File: src/design/b32_pkg.sv
package b32_pkg;

  // Bit widths of the decoder datapath.
  localparam int SymW  = 5;
  localparam int BufW  = 7;
  localparam int CntW  = 3;
  localparam int ByteW = 8;

  // Class of one incoming character.
  typedef enum logic [1:0] {
    CLS_SYMBOL,
    CLS_SPACE,
    CLS_BAD
  } cls_t;

  // Classified character as it travels from the front end to the back end.
  typedef struct packed {
    cls_t            cls;
    logic [SymW-1:0] sym;
    logic            last;
  } b32_item_t;

  // One result transaction.
  typedef struct packed {
    logic [ByteW-1:0] data;
    logic             byte_valid;
    logic             done;
    logic             ok;
  } b32_result_t;

  // Character codes used by the classifier.
  localparam logic [7:0] ChUpperA = 8'h41;
  localparam logic [7:0] ChUpperZ = 8'h5A;
  localparam logic [7:0] ChLowerA = 8'h61;
  localparam logic [7:0] ChLowerZ = 8'h7A;
  localparam logic [7:0] ChTwo    = 8'h32;
  localparam logic [7:0] ChSeven  = 8'h37;
  localparam logic [7:0] ChZero   = 8'h30;
  localparam logic [7:0] ChOne    = 8'h31;
  localparam logic [7:0] ChEight  = 8'h38;
  localparam logic [7:0] ChNine   = 8'h39;
  localparam logic [7:0] ChSpace  = 8'h20;
  localparam logic [7:0] ChTab    = 8'h09;
  localparam logic [7:0] ChCr     = 8'h0D;

  // Symbol values that the look-alike digits stand for (O, L, B, G).
  localparam logic [SymW-1:0] SymO = 5'd14;
  localparam logic [SymW-1:0] SymL = 5'd11;
  localparam logic [SymW-1:0] SymB = 5'd1;
  localparam logic [SymW-1:0] SymG = 5'd6;
  localparam logic [SymW-1:0] SymDigitBase = 5'd26;

  // Map a character to its class and, for symbols, its 5-bit value.
  function automatic b32_item_t classify(input logic [7:0] c, input logic last);
    b32_item_t it;
    it.cls  = CLS_BAD;
    it.sym  = '0;
    it.last = last;
    if (c >= ChUpperA && c <= ChUpperZ) begin
      it.cls = CLS_SYMBOL;
      it.sym = SymW'(c - ChUpperA);
    end else if (c >= ChLowerA && c <= ChLowerZ) begin
      it.cls = CLS_SYMBOL;
      it.sym = SymW'(c - ChLowerA);
    end else if (c >= ChTwo && c <= ChSeven) begin
      it.cls = CLS_SYMBOL;
      it.sym = SymW'(c - ChTwo) + SymDigitBase;
    end else if (c == ChZero) begin
      it.cls = CLS_SYMBOL;
      it.sym = SymO;
    end else if (c == ChOne) begin
      it.cls = CLS_SYMBOL;
      it.sym = SymL;
    end else if (c == ChEight) begin
      it.cls = CLS_SYMBOL;
      it.sym = SymB;
    end else if (c == ChNine) begin
      it.cls = CLS_SYMBOL;
      it.sym = SymG;
    end else if (c == ChSpace || (c >= ChTab && c <= ChCr)) begin
      it.cls = CLS_SPACE;
    end
    return it;
  endfunction

endpackage

File: src/design/b32_front.sv
module b32_front (
  input  logic                clk,
  input  logic                rst,
  input  logic                s_tvalid,
  output logic                s_tready,
  input  logic [7:0]          s_tdata,   // char_in
  input  logic                s_tlast,   // is_last
  output b32_pkg::b32_item_t  item,
  output logic                item_valid,
  input  logic                item_ready
);
  import b32_pkg::*;

  logic      hold_valid;
  b32_item_t hold_item;

  // The holding register refills whenever it is empty or being handed on.
  assign s_tready   = !hold_valid || item_ready;
  assign item       = hold_item;
  assign item_valid = hold_valid;

  // Classify each accepted character into the holding register.
  always_ff @(posedge clk) begin
    if (rst) begin
      hold_valid <= 1'b0;
    end else if (s_tready) begin
      hold_valid <= s_tvalid;
      if (s_tvalid) begin
        hold_item <= classify(s_tdata, s_tlast);
      end
    end
  end

endmodule

File: src/design/b32_queue.sv
module b32_queue #(
  parameter int DEPTH = 4
) (
  input  logic                clk,
  input  logic                rst,
  input  b32_pkg::b32_item_t  push_item,
  input  logic                push_valid,
  output logic                push_ready,
  output b32_pkg::b32_item_t  pop_item,
  output logic                pop_valid,
  input  logic                pop_ready
);
  import b32_pkg::*;

  localparam int AW = (DEPTH > 1) ? $clog2(DEPTH) : 1;
  localparam int CW = $clog2(DEPTH + 1);

  b32_item_t      slots [DEPTH];
  logic [AW-1:0]  wr_ptr;
  logic [AW-1:0]  rd_ptr;
  logic [CW-1:0]  fill;
  logic           do_push;
  logic           do_pop;

  assign push_ready = (fill != CW'(DEPTH));
  assign pop_valid  = (fill != '0);
  assign pop_item   = slots[rd_ptr];
  assign do_push    = push_valid && push_ready;
  assign do_pop     = pop_valid && pop_ready;

  // Entry storage; payload needs no reset.
  always_ff @(posedge clk) begin
    if (do_push) begin
      slots[wr_ptr] <= push_item;
    end
  end

  // Pointers and fill level.
  always_ff @(posedge clk) begin
    if (rst) begin
      wr_ptr <= '0;
      rd_ptr <= '0;
      fill   <= '0;
    end else begin
      if (do_push) begin
        wr_ptr <= (wr_ptr == AW'(DEPTH - 1)) ? '0 : wr_ptr + 1'b1;
      end
      if (do_pop) begin
        rd_ptr <= (rd_ptr == AW'(DEPTH - 1)) ? '0 : rd_ptr + 1'b1;
      end
      if (do_push && !do_pop) begin
        fill <= fill + 1'b1;
      end else if (do_pop && !do_push) begin
        fill <= fill - 1'b1;
      end
    end
  end

endmodule

File: src/design/b32_back.sv
module b32_back (
  input  logic                 clk,
  input  logic                 rst,
  input  b32_pkg::b32_item_t   item,
  input  logic                 item_valid,
  output logic                 item_ready,
  output logic                 res_valid,
  input  logic                 res_ready,
  output b32_pkg::b32_result_t res
);
  import b32_pkg::*;

  typedef enum logic [1:0] {
    PH_LEAD,
    PH_DECODE,
    PH_ERROR
  } phase_t;

  localparam int AccW = BufW + SymW;
  localparam int NW   = CntW + 1;

  phase_t           phase;
  phase_t           phase_next;
  logic [BufW-1:0]  bit_buf;
  logic [BufW-1:0]  bit_buf_next;
  logic [CntW-1:0]  bit_cnt;
  logic [CntW-1:0]  bit_cnt_next;
  logic [AccW-1:0]  acc;
  logic [AccW-1:0]  acc_kept;
  logic [NW-1:0]    n_sum;
  logic [NW-1:0]    n_rem;
  logic             have_byte;
  logic [ByteW-1:0] byte_val;
  logic             emit;
  logic             ok;
  logic             take;

  // An item is retired whenever the output register is free or draining.
  assign item_ready = !res_valid || res_ready;
  assign take       = item_valid && item_ready;

  // Shift the symbol into the bit buffer and peel off a full byte.
  always_comb begin
    acc      = {bit_buf, item.sym};
    n_sum    = NW'(bit_cnt) + NW'(SymW);
    n_rem    = n_sum - NW'(ByteW);
    byte_val = ByteW'(acc >> n_rem);
    acc_kept = acc & ((AccW'(1) << n_rem) - AccW'(1));
  end

  // Next state of the decoder for the item at the head of the queue.
  always_comb begin
    phase_next   = phase;
    bit_buf_next = bit_buf;
    bit_cnt_next = bit_cnt;
    have_byte    = 1'b0;
    case (phase)
      PH_LEAD: begin
        if (item.cls == CLS_SYMBOL) begin
          bit_buf_next = BufW'(item.sym);
          bit_cnt_next = CntW'(SymW);
          phase_next   = PH_DECODE;
        end else if (item.cls != CLS_SPACE) begin
          phase_next = PH_ERROR;
        end
      end
      PH_DECODE: begin
        if (item.cls == CLS_SYMBOL) begin
          if (n_sum >= NW'(ByteW)) begin
            have_byte    = 1'b1;
            bit_buf_next = acc_kept[BufW-1:0];
            bit_cnt_next = n_rem[CntW-1:0];
          end else begin
            bit_buf_next = acc[BufW-1:0];
            bit_cnt_next = n_sum[CntW-1:0];
          end
        end else begin
          phase_next = PH_ERROR;
        end
      end
      default: begin
      end
    endcase
    emit = have_byte || item.last;
    ok   = item.last && (phase_next == PH_LEAD || phase_next == PH_DECODE);
    // The last character returns the decoder to its idle state.
    if (item.last) begin
      phase_next   = PH_LEAD;
      bit_buf_next = '0;
      bit_cnt_next = '0;
    end
  end

  // Decoder state and the registered result.
  always_ff @(posedge clk) begin
    if (rst) begin
      phase     <= PH_LEAD;
      bit_buf   <= '0;
      bit_cnt   <= '0;
      res_valid <= 1'b0;
    end else begin
      if (res_valid && res_ready) begin
        res_valid <= 1'b0;
      end
      if (take) begin
        phase   <= phase_next;
        bit_buf <= bit_buf_next;
        bit_cnt <= bit_cnt_next;
        if (emit) begin
          res_valid      <= 1'b1;
          res.data       <= have_byte ? byte_val : '0;
          res.byte_valid <= have_byte;
          res.done       <= item.last;
          res.ok         <= ok;
        end
      end
    end
  end

endmodule

File: src/design/base32_lenient_decoder_unit.sv
// Lenient base32 text decoder.
// The input stream carries one ASCII character per transaction in s_tdata,
// with s_tlast on the final character of a string. Leading whitespace is
// skipped; after that every character must be a symbol (A-Z, 2-7, lower
// case, and 0/1/8/9 read as O/L/B/G) or the string is in error.
// The output stream carries a transaction whenever a byte completes or the
// string ends: m_tdata is the byte (zero when there is none), m_tuser[0]
// says a byte is present, m_tlast marks the end of the string and
// m_tuser[1] then reports a clean decode. Leftover bits are dropped.
// Throughput is one character per cycle while m_tready stays high. An
// input transaction reaches m_tvalid through a classify register, the item
// queue and the output register of the decoder state machine.
// Reset clears the queue, the output register and the decoder state.
// When m_tready is low the back end holds its result and stops draining
// the queue; the front end keeps accepting until the queue fills, then
// drops s_tready. Characters with no result update state only.
module base32_lenient_decoder_unit #(
  parameter int QUEUE_DEPTH = 4
) (
  input  logic       clk,
  input  logic       rst,
  input  logic       s_tvalid,
  output logic       s_tready,
  input  logic [7:0] s_tdata,   // [7:0] char_in
  input  logic       s_tlast,   // is_last
  output logic       m_tvalid,
  input  logic       m_tready,
  output logic [7:0] m_tdata,   // [7:0] out_byte
  output logic [1:0] m_tuser,   // [0] byte_valid, [1] decode_ok
  output logic       m_tlast    // done_res
);
  import b32_pkg::*;

  b32_item_t   front_item;
  logic        front_valid;
  logic        queue_ready;
  b32_item_t   head_item;
  logic        head_valid;
  logic        head_ready;
  b32_result_t res;

  // Character classification.
  b32_front u_front (
    .clk        (clk),
    .rst        (rst),
    .s_tvalid   (s_tvalid),
    .s_tready   (s_tready),
    .s_tdata    (s_tdata),
    .s_tlast    (s_tlast),
    .item       (front_item),
    .item_valid (front_valid),
    .item_ready (queue_ready)
  );

  // Decoupling queue between classification and decoding.
  b32_queue #(
    .DEPTH (QUEUE_DEPTH)
  ) u_queue (
    .clk        (clk),
    .rst        (rst),
    .push_item  (front_item),
    .push_valid (front_valid),
    .push_ready (queue_ready),
    .pop_item   (head_item),
    .pop_valid  (head_valid),
    .pop_ready  (head_ready)
  );

  // Bit gathering and result generation.
  b32_back u_back (
    .clk        (clk),
    .rst        (rst),
    .item       (head_item),
    .item_valid (head_valid),
    .item_ready (head_ready),
    .res_valid  (m_tvalid),
    .res_ready  (m_tready),
    .res        (res)
  );

  // Result fields onto the output stream.
  assign m_tdata = res.data;
  assign m_tuser = {res.ok, res.byte_valid};
  assign m_tlast = res.done;

endmodule

File: config.mk
export PLATFORM = sky130hd
export DESIGN_NAME = base32_lenient_decoder_unit
export DESIGN_NICKNAME = d
export VERILOG_FILES = /design/src/design/b32_pkg.sv /design/src/design/b32_front.sv /design/src/design/b32_queue.sv /design/src/design/b32_back.sv /design/src/design/base32_lenient_decoder_unit.sv
export SDC_FILE = /design/constraint.sdc
export NUM_CORES = 1
export LEC_CHECK = 0
export BUFFER_PORTS_ARGS = -buffer_cell sky130_fd_sc_hd__buf_2
export CAP_MARGIN = 20
export CORE_AREA = 2 2 99 101
export CTS_BUF_LIST = sky130_fd_sc_hd__clkbuf_16
export CTS_CLUSTER_DIAMETER = 40
export CTS_CLUSTER_SIZE = 30
export DETAILED_ROUTE_END_ITERATION = 16
export DIE_AREA = 0 0 101 103
export SETUP_SLACK_MARGIN = 0.2
export SYNTH_ARGS = -nofsm -noshare
export SYNTH_HDL_FRONTEND = slang
export SYNTH_HIERARCHICAL = 1
export SYNTH_SLANG_ARGS = --single-unit
File: constraint.sdc
create_clock -name clk -period 3.47 [get_ports clk]
set_input_delay 0.347 -clock clk [delete_from_list [all_inputs] [get_ports clk]]
set_output_delay 0.347 -clock clk [all_outputs]
set_load 0.1 [all_outputs]
* Word-level counts from Yosys, hierarchy flattened
Memory sizes are Yosys's and may differ from the RTL's. A register that Yosys moved wholly into a read port is not among the register bits.
Index checks and enable logic that the tools add are counted.
** Operators by class
- Muxes and demuxes :: 37
- Div/mod/pow operators :: 0
- Multipliers :: 0
- Reduce and logical (&&, ||, !) cells :: 29
- Shift-type cells :: 2
- Order comparisons :: 9
- Equal/unequal tests :: 13
- Bitwise gates (word level) :: 2
- $add $sub $neg :: 11
** Operators by type and width (count)
- equality test 8 x 6 -> 1 bit (second input constant) :: 5
- 2-to-1 mux 5 bit :: 6
- 2-to-1 mux 7 bit :: 4
- 2-to-1 mux 3 bit :: 7
- 2-to-1 mux 2 bit :: 9
- greater-or-equal comparator 8 x 7 -> 1 bit (second input constant) :: 2
- <= comparator 8 x 7 -> 1 bit (second input constant) :: 2
- case mux 7 bit (2 select lines) :: 1
- right shift 12 x 4 -> 8 bit :: 1
- logical AND 1 bit :: 10
- subtractor 5 x 1 -> 5 bit (second input constant) :: 2
- greater-or-equal comparator 8 x 4 -> 1 bit (second input constant) :: 1
- greater-or-equal comparator 8 x 6 -> 1 bit (second input constant) :: 1
- <= comparator 8 x 4 -> 1 bit (second input constant) :: 1
- <= comparator 8 x 6 -> 1 bit (second input constant) :: 1
- 2-to-1 mux 1 bit :: 8
- bitwise AND 7 bit :: 1
- OR reduction 7 bit :: 1
- left shift 1 x 4 -> 7 bit (first input constant) :: 1
- subtractor 7 x 1 -> 7 bit (second input constant) :: 1
- zero test 2 bit :: 3
- inequality test 3 x 1 -> 1 bit (second input constant) :: 2
- case mux 3 bit (2 select lines) :: 1
- AND reduction 3 bit :: 2
- other kinds (19) :: 30
** Storage, ports and cells
- Bits in registers :: 40
- Bits in latches :: 0
- Bits in writable memories :: 32
- Logic and storage cells :: 119
- Memory bits (read-only) :: 0
- Memories :: 1
** Memory list
- u_queue.slots :: depth 4, width 8, rd ports 1, clocked after Yosys merged registers in 1, wr ports 1, line b32_queue.sv:18 : b32_item_t slots [DEPTH];

* Logic depth before layout (Yosys ltp)
- Word-level depth :: 9
- Gate-level depth with buffers :: 10
- Gate-level depth less buffers :: 8

* Modules after synthesis
The synthesis kept the hierarchy.
** Modules (own cells, without submodules)
- b32_back :: cells each 180, seq. area each 590.6 µm², area each 1702.9 µm², instances 1
- b32_queue :: cells each 90, seq. area each 1141.1 µm², area each 1634.1 µm², instances 1
- b32_front :: cells each 83, seq. area each 260.2 µm², area each 793.3 µm², instances 1

* Worst setup path after synthesis
OpenSTA, ideal clock, no wires.
- Kind :: flip-flop to flip-flop
- From :: register (tool-made name)
- To :: register u_back/res[0] (netlist name)
- Path buffers :: 2
- Slack :: 707 ps
- Stages on the path, launching flop included :: 7
- Arrival time :: 2384 ps
- Data required time :: 3091 ps
- Path through :: dfxtp_1 buf_2 mux4_2 or2_1 or3_1 buf_6 a211oi_2

==> qor.txt <==
Worst EP required - 3.51 ns
Syn Std Cell Area - 0.004130 mm^2
Number of I/O port buffers - 25
I/O pins - 26
Worst R2R End - u_back/res[10]
Final hold violations - 0
Max-Cap Viols - 0
Global-route met1 utilization - 19.77%
Vias per inst - 5.673
Crit path launch type - flip-flop
Largest family of logic cells by synthesized area - simple AND/OR/NAND/NOR gates
Largest net degree at the start of global routing - 27
Max Root-Sink Buffers - 2
Worst min path class - in -> reg
Layout cells sized above 1 - 21.52%
Layout area overhead - 11.27%
CTS tree - yes
CTS Hold Bufs - 0
Top-area cell type share of the netlist area - 37.08%
CTS resizes - 0
DR WL/cell - 15.95 um
Slew HR - 50.94%
CTS Sinks - 74
Clock power share - 25.6%
CTS root buffer - clkbuf_16
R2R Setup Slk - 0.69 ns
Num CTS Buffers - 9
Vias - 2,808
Final critical-path share of the clock period - 80.04%
# DRC - 0
Number of cell rows - 36
Initial DRC Count - 146
First-pass GRT wire length - 12,980 um
Sw power - 1.226 mW
Synth Area in Adders - 5.938%
Final worst setup slack - 0.6925 ns
HPWL Detailed - 5739 um
Post-synthesis simple-gate area fraction - 16.15%
Static leakage - 1.644 nW
Post-Synthesis Cells - 353
CP endpoint kind - flip-flop
Slew Limit Fails - 0
Hold path start - s_tlast
Met3 usage in global routing - 4.271%
Worst EP arrival - 2.82 ns
Synth unique cells - 75
Crit path kind - reg -> reg
Sw frac - 38.13%
Routability cong. - 0.8122
Die H - 103 um
Ys async rst share - 0%
Post-synthesis compound-gate area fraction - 13.69%
Setup WS pre-CTS - 0.6557 ns
Ys flop type - edfxtp_1
Diodes inserted - 0
Xor-xnor portion of the synthesized cell area - 1.272%
Hold WS - 0.2067 ns
Internal - 1.989 mW
#FFs+latches synth - 74
Status - completed
R2R depth - 5
Number of synthesized flops with an enable pin - 51
Cell accounting for the most synthesized area - edfxtp_1
Most Crowded Layer GR - met2
Final wirelength - 7897 um
FF+latch area - 0.001992 mm^2
Antenna-violating nets left - 0
Final setup violation count - 0
Inst Count DP - 479
Worst skew pair latency - 0.33 ns
Overall routing resource usage - 16.22%
Initial antenna violation count - 0
Fillcell total - 871
YS warnings - 6
Most area-consuming cells after synthesis - edfxtp_1, dfxtp_1, ha_1
Core Region - 0.009459 mm^2
GRT overflow - 0
Reg power frac - 37.4%
Pwr/cell area - 699.5 mW/mm^2
GR Util met2 - 28.15%
Final setup TNS - 0 ns
Crit Path Max Fanout - 10
Combinational power share - 36.9%
Syn nets - 385
Period minus WS final - 2.777 ns
Htree depth - 3
Clock skew - 0.006118 ns
Area of the multi-input gates - 0.001979 mm^2
Hold path cells - 1
Final std cells w/o fill - 495
TritonRoute pass-1 iters - 4
Max Fclk - 360.0 MHz
Worst VDD drop - 0.2725 mV
Mux cell area share after synthesis - 10.88%
Vias in the first global route - 2,696
Clock slew at reported path FFs - 0.06 ns
Die X - 101 um
Worst slew pin tran - 0.7292 ns
Sequential cell area fraction in the yosys report - 48.23%
Hold Path End - u_front/item[0]
Initial core utilization - 43.66%
Synth Area per Inst - 11.70 um^2
Post-CTS Setup Inserts - 0
Full die area - 0.01040 mm^2
Nets - 408
RSZ-0062 raised after global routing - no
[cells in the mapped netlist (3+ instances only)]
library cell  number
nor2_1            32
clkbuf_1           4
ha_1              18
xnor2_1            4
or3_1              3
nor3_1             7
nand3b_1           4
mux2i_1           16
nand2_1           18
o211ai_1           4
a22oi_1            3
o21ai_0            9
inv_1             12
a211oi_1           9
nand3_1            4
nor3b_1            5
edfxtp_1          51
and3_2             4
mux2_2             3
or3b_1             3
a21oi_1           21
nor2b_1            5
dfxtp_1           23
buf_2              5
a311oi_1           3
nand2b_1           9
mux4_2             9
a21oi_2            3
buf_4              5
[cell families (layout without fill, tap and decap cells)]
group	Yosys count	after routing
compound gates	77	77
flops	74	74
fa+ha+maj	19	19
xor+xnor	6	6
simple gates	116	116
mux	30	30
buf+inv	31	59
[per-stage QoR]
step	total power, mW	utilization, %	area (um^2)
floorplan	2.188	-	4130
global placement	2.394	45.74	4327
detailed placement	2.411	45.74	4327
CTS	3.243	48.58	4596
global route	3.414	48.58	4596
finish	3.215	48.58	4596
[flip-flops by register name (all words and copies together) (netlist names), named ones only]
signal and cells:
u_queue/wr_ptr 2, u_back/res_valid 1, u_front/item_valid 1, u_queue/fill 3
u_front/item 8, u_queue/rd_ptr 2, u_back/bit_cnt 3, u_queue/slots 32
u_back/phase 2, u_back/bit_buf 7, u_back/res 11
[power by group through the flow]
stage | Sequential [mW] | Combinational (mW) | Clock [mW]
after global placement | 1.22 | 1.17 | 0
after global routing | 1.23 | 1.30 | 0.883
after floorplan | 1.38 | 0.811 | 0
final | 1.20 | 1.19 | 0.824
after CTS | 1.21 | 1.19 | 0.847
after detailed placement | 1.23 | 1.18 | 0
[cell type report]
| cell class | instances | area share, % |
|---|---|---|
| Inverter | 13 | 1.089 |
| Tap cell | 114 | 3.104 |
| Timing Repair Buffer | 30 | 3.539 |
| Multi-Input combinational cell | 248 | 43.07 |
| Clock buffer | 9 | 4.901 |
| Clock inverter | 7 | 0.9529 |
| Sequential cell | 74 | 43.34 |
[worst max-delay path by stage]
stage	start	end	slack, ns	cells after the start
4_1_cts	flip-flop	u_back/res[10]	0.65	5
3_3_place_gp	flip-flop	u_back/res[10]	0.70	5
2_1_floorplan	flip-flop	u_back/res[0]	0.71	6
3_5_place_dp	flip-flop	u_back/res[10]	0.66	5
5_1_grt	flip-flop	u_back/res[10]	0.50	5
6_report	flip-flop	u_back/res[10]	0.69	5
[cell usage in the layout (no fill, tap or decap), types with 4 or more instances in the layout]
cell type / netlist / routed
inv_1: 12 / 12
nor2_1: 32 / 32
edfxtp_1: 51 / 51
nand2b_1: 9 / 9
nand2_1: 18 / 18
xnor2_1: 4 / 4
mux4_2: 9 / 9
nor3b_1: 5 / 5
and3_2: 4 / 4
a21oi_1: 21 / 21
clkinv_2: 1 / 4
nor2b_1: 5 / 5
nor3_1: 7 / 7
buf_4: 5 / 5
dfxtp_1: 23 / 23
buf_2: 5 / 25
mux2i_1: 16 / 16
clkbuf_16: 0 / 9
o21ai_0: 9 / 9
ha_1: 18 / 18
nand3_1: 4 / 4
a211oi_1: 9 / 9
o211ai_1: 4 / 4
nand3b_1: 4 / 4
[layer usage]
layer | wire length, um | up-vias
met5 | 0 | -
met4 | 93 | 0
met3 | 261 | 9
met2 | 4058 | 47
met1 | 3484 | 1361
li1 | - | 1391
[worst max-delay path: stages (launching register included)]
cell      delay, ns
dfxtp_1        0.63
mux4_2         0.59
or2_1          0.28
or3_1          0.50
a211oi_2       0.31
buf_4          0.19
Power figures use the tool's default switching activity.
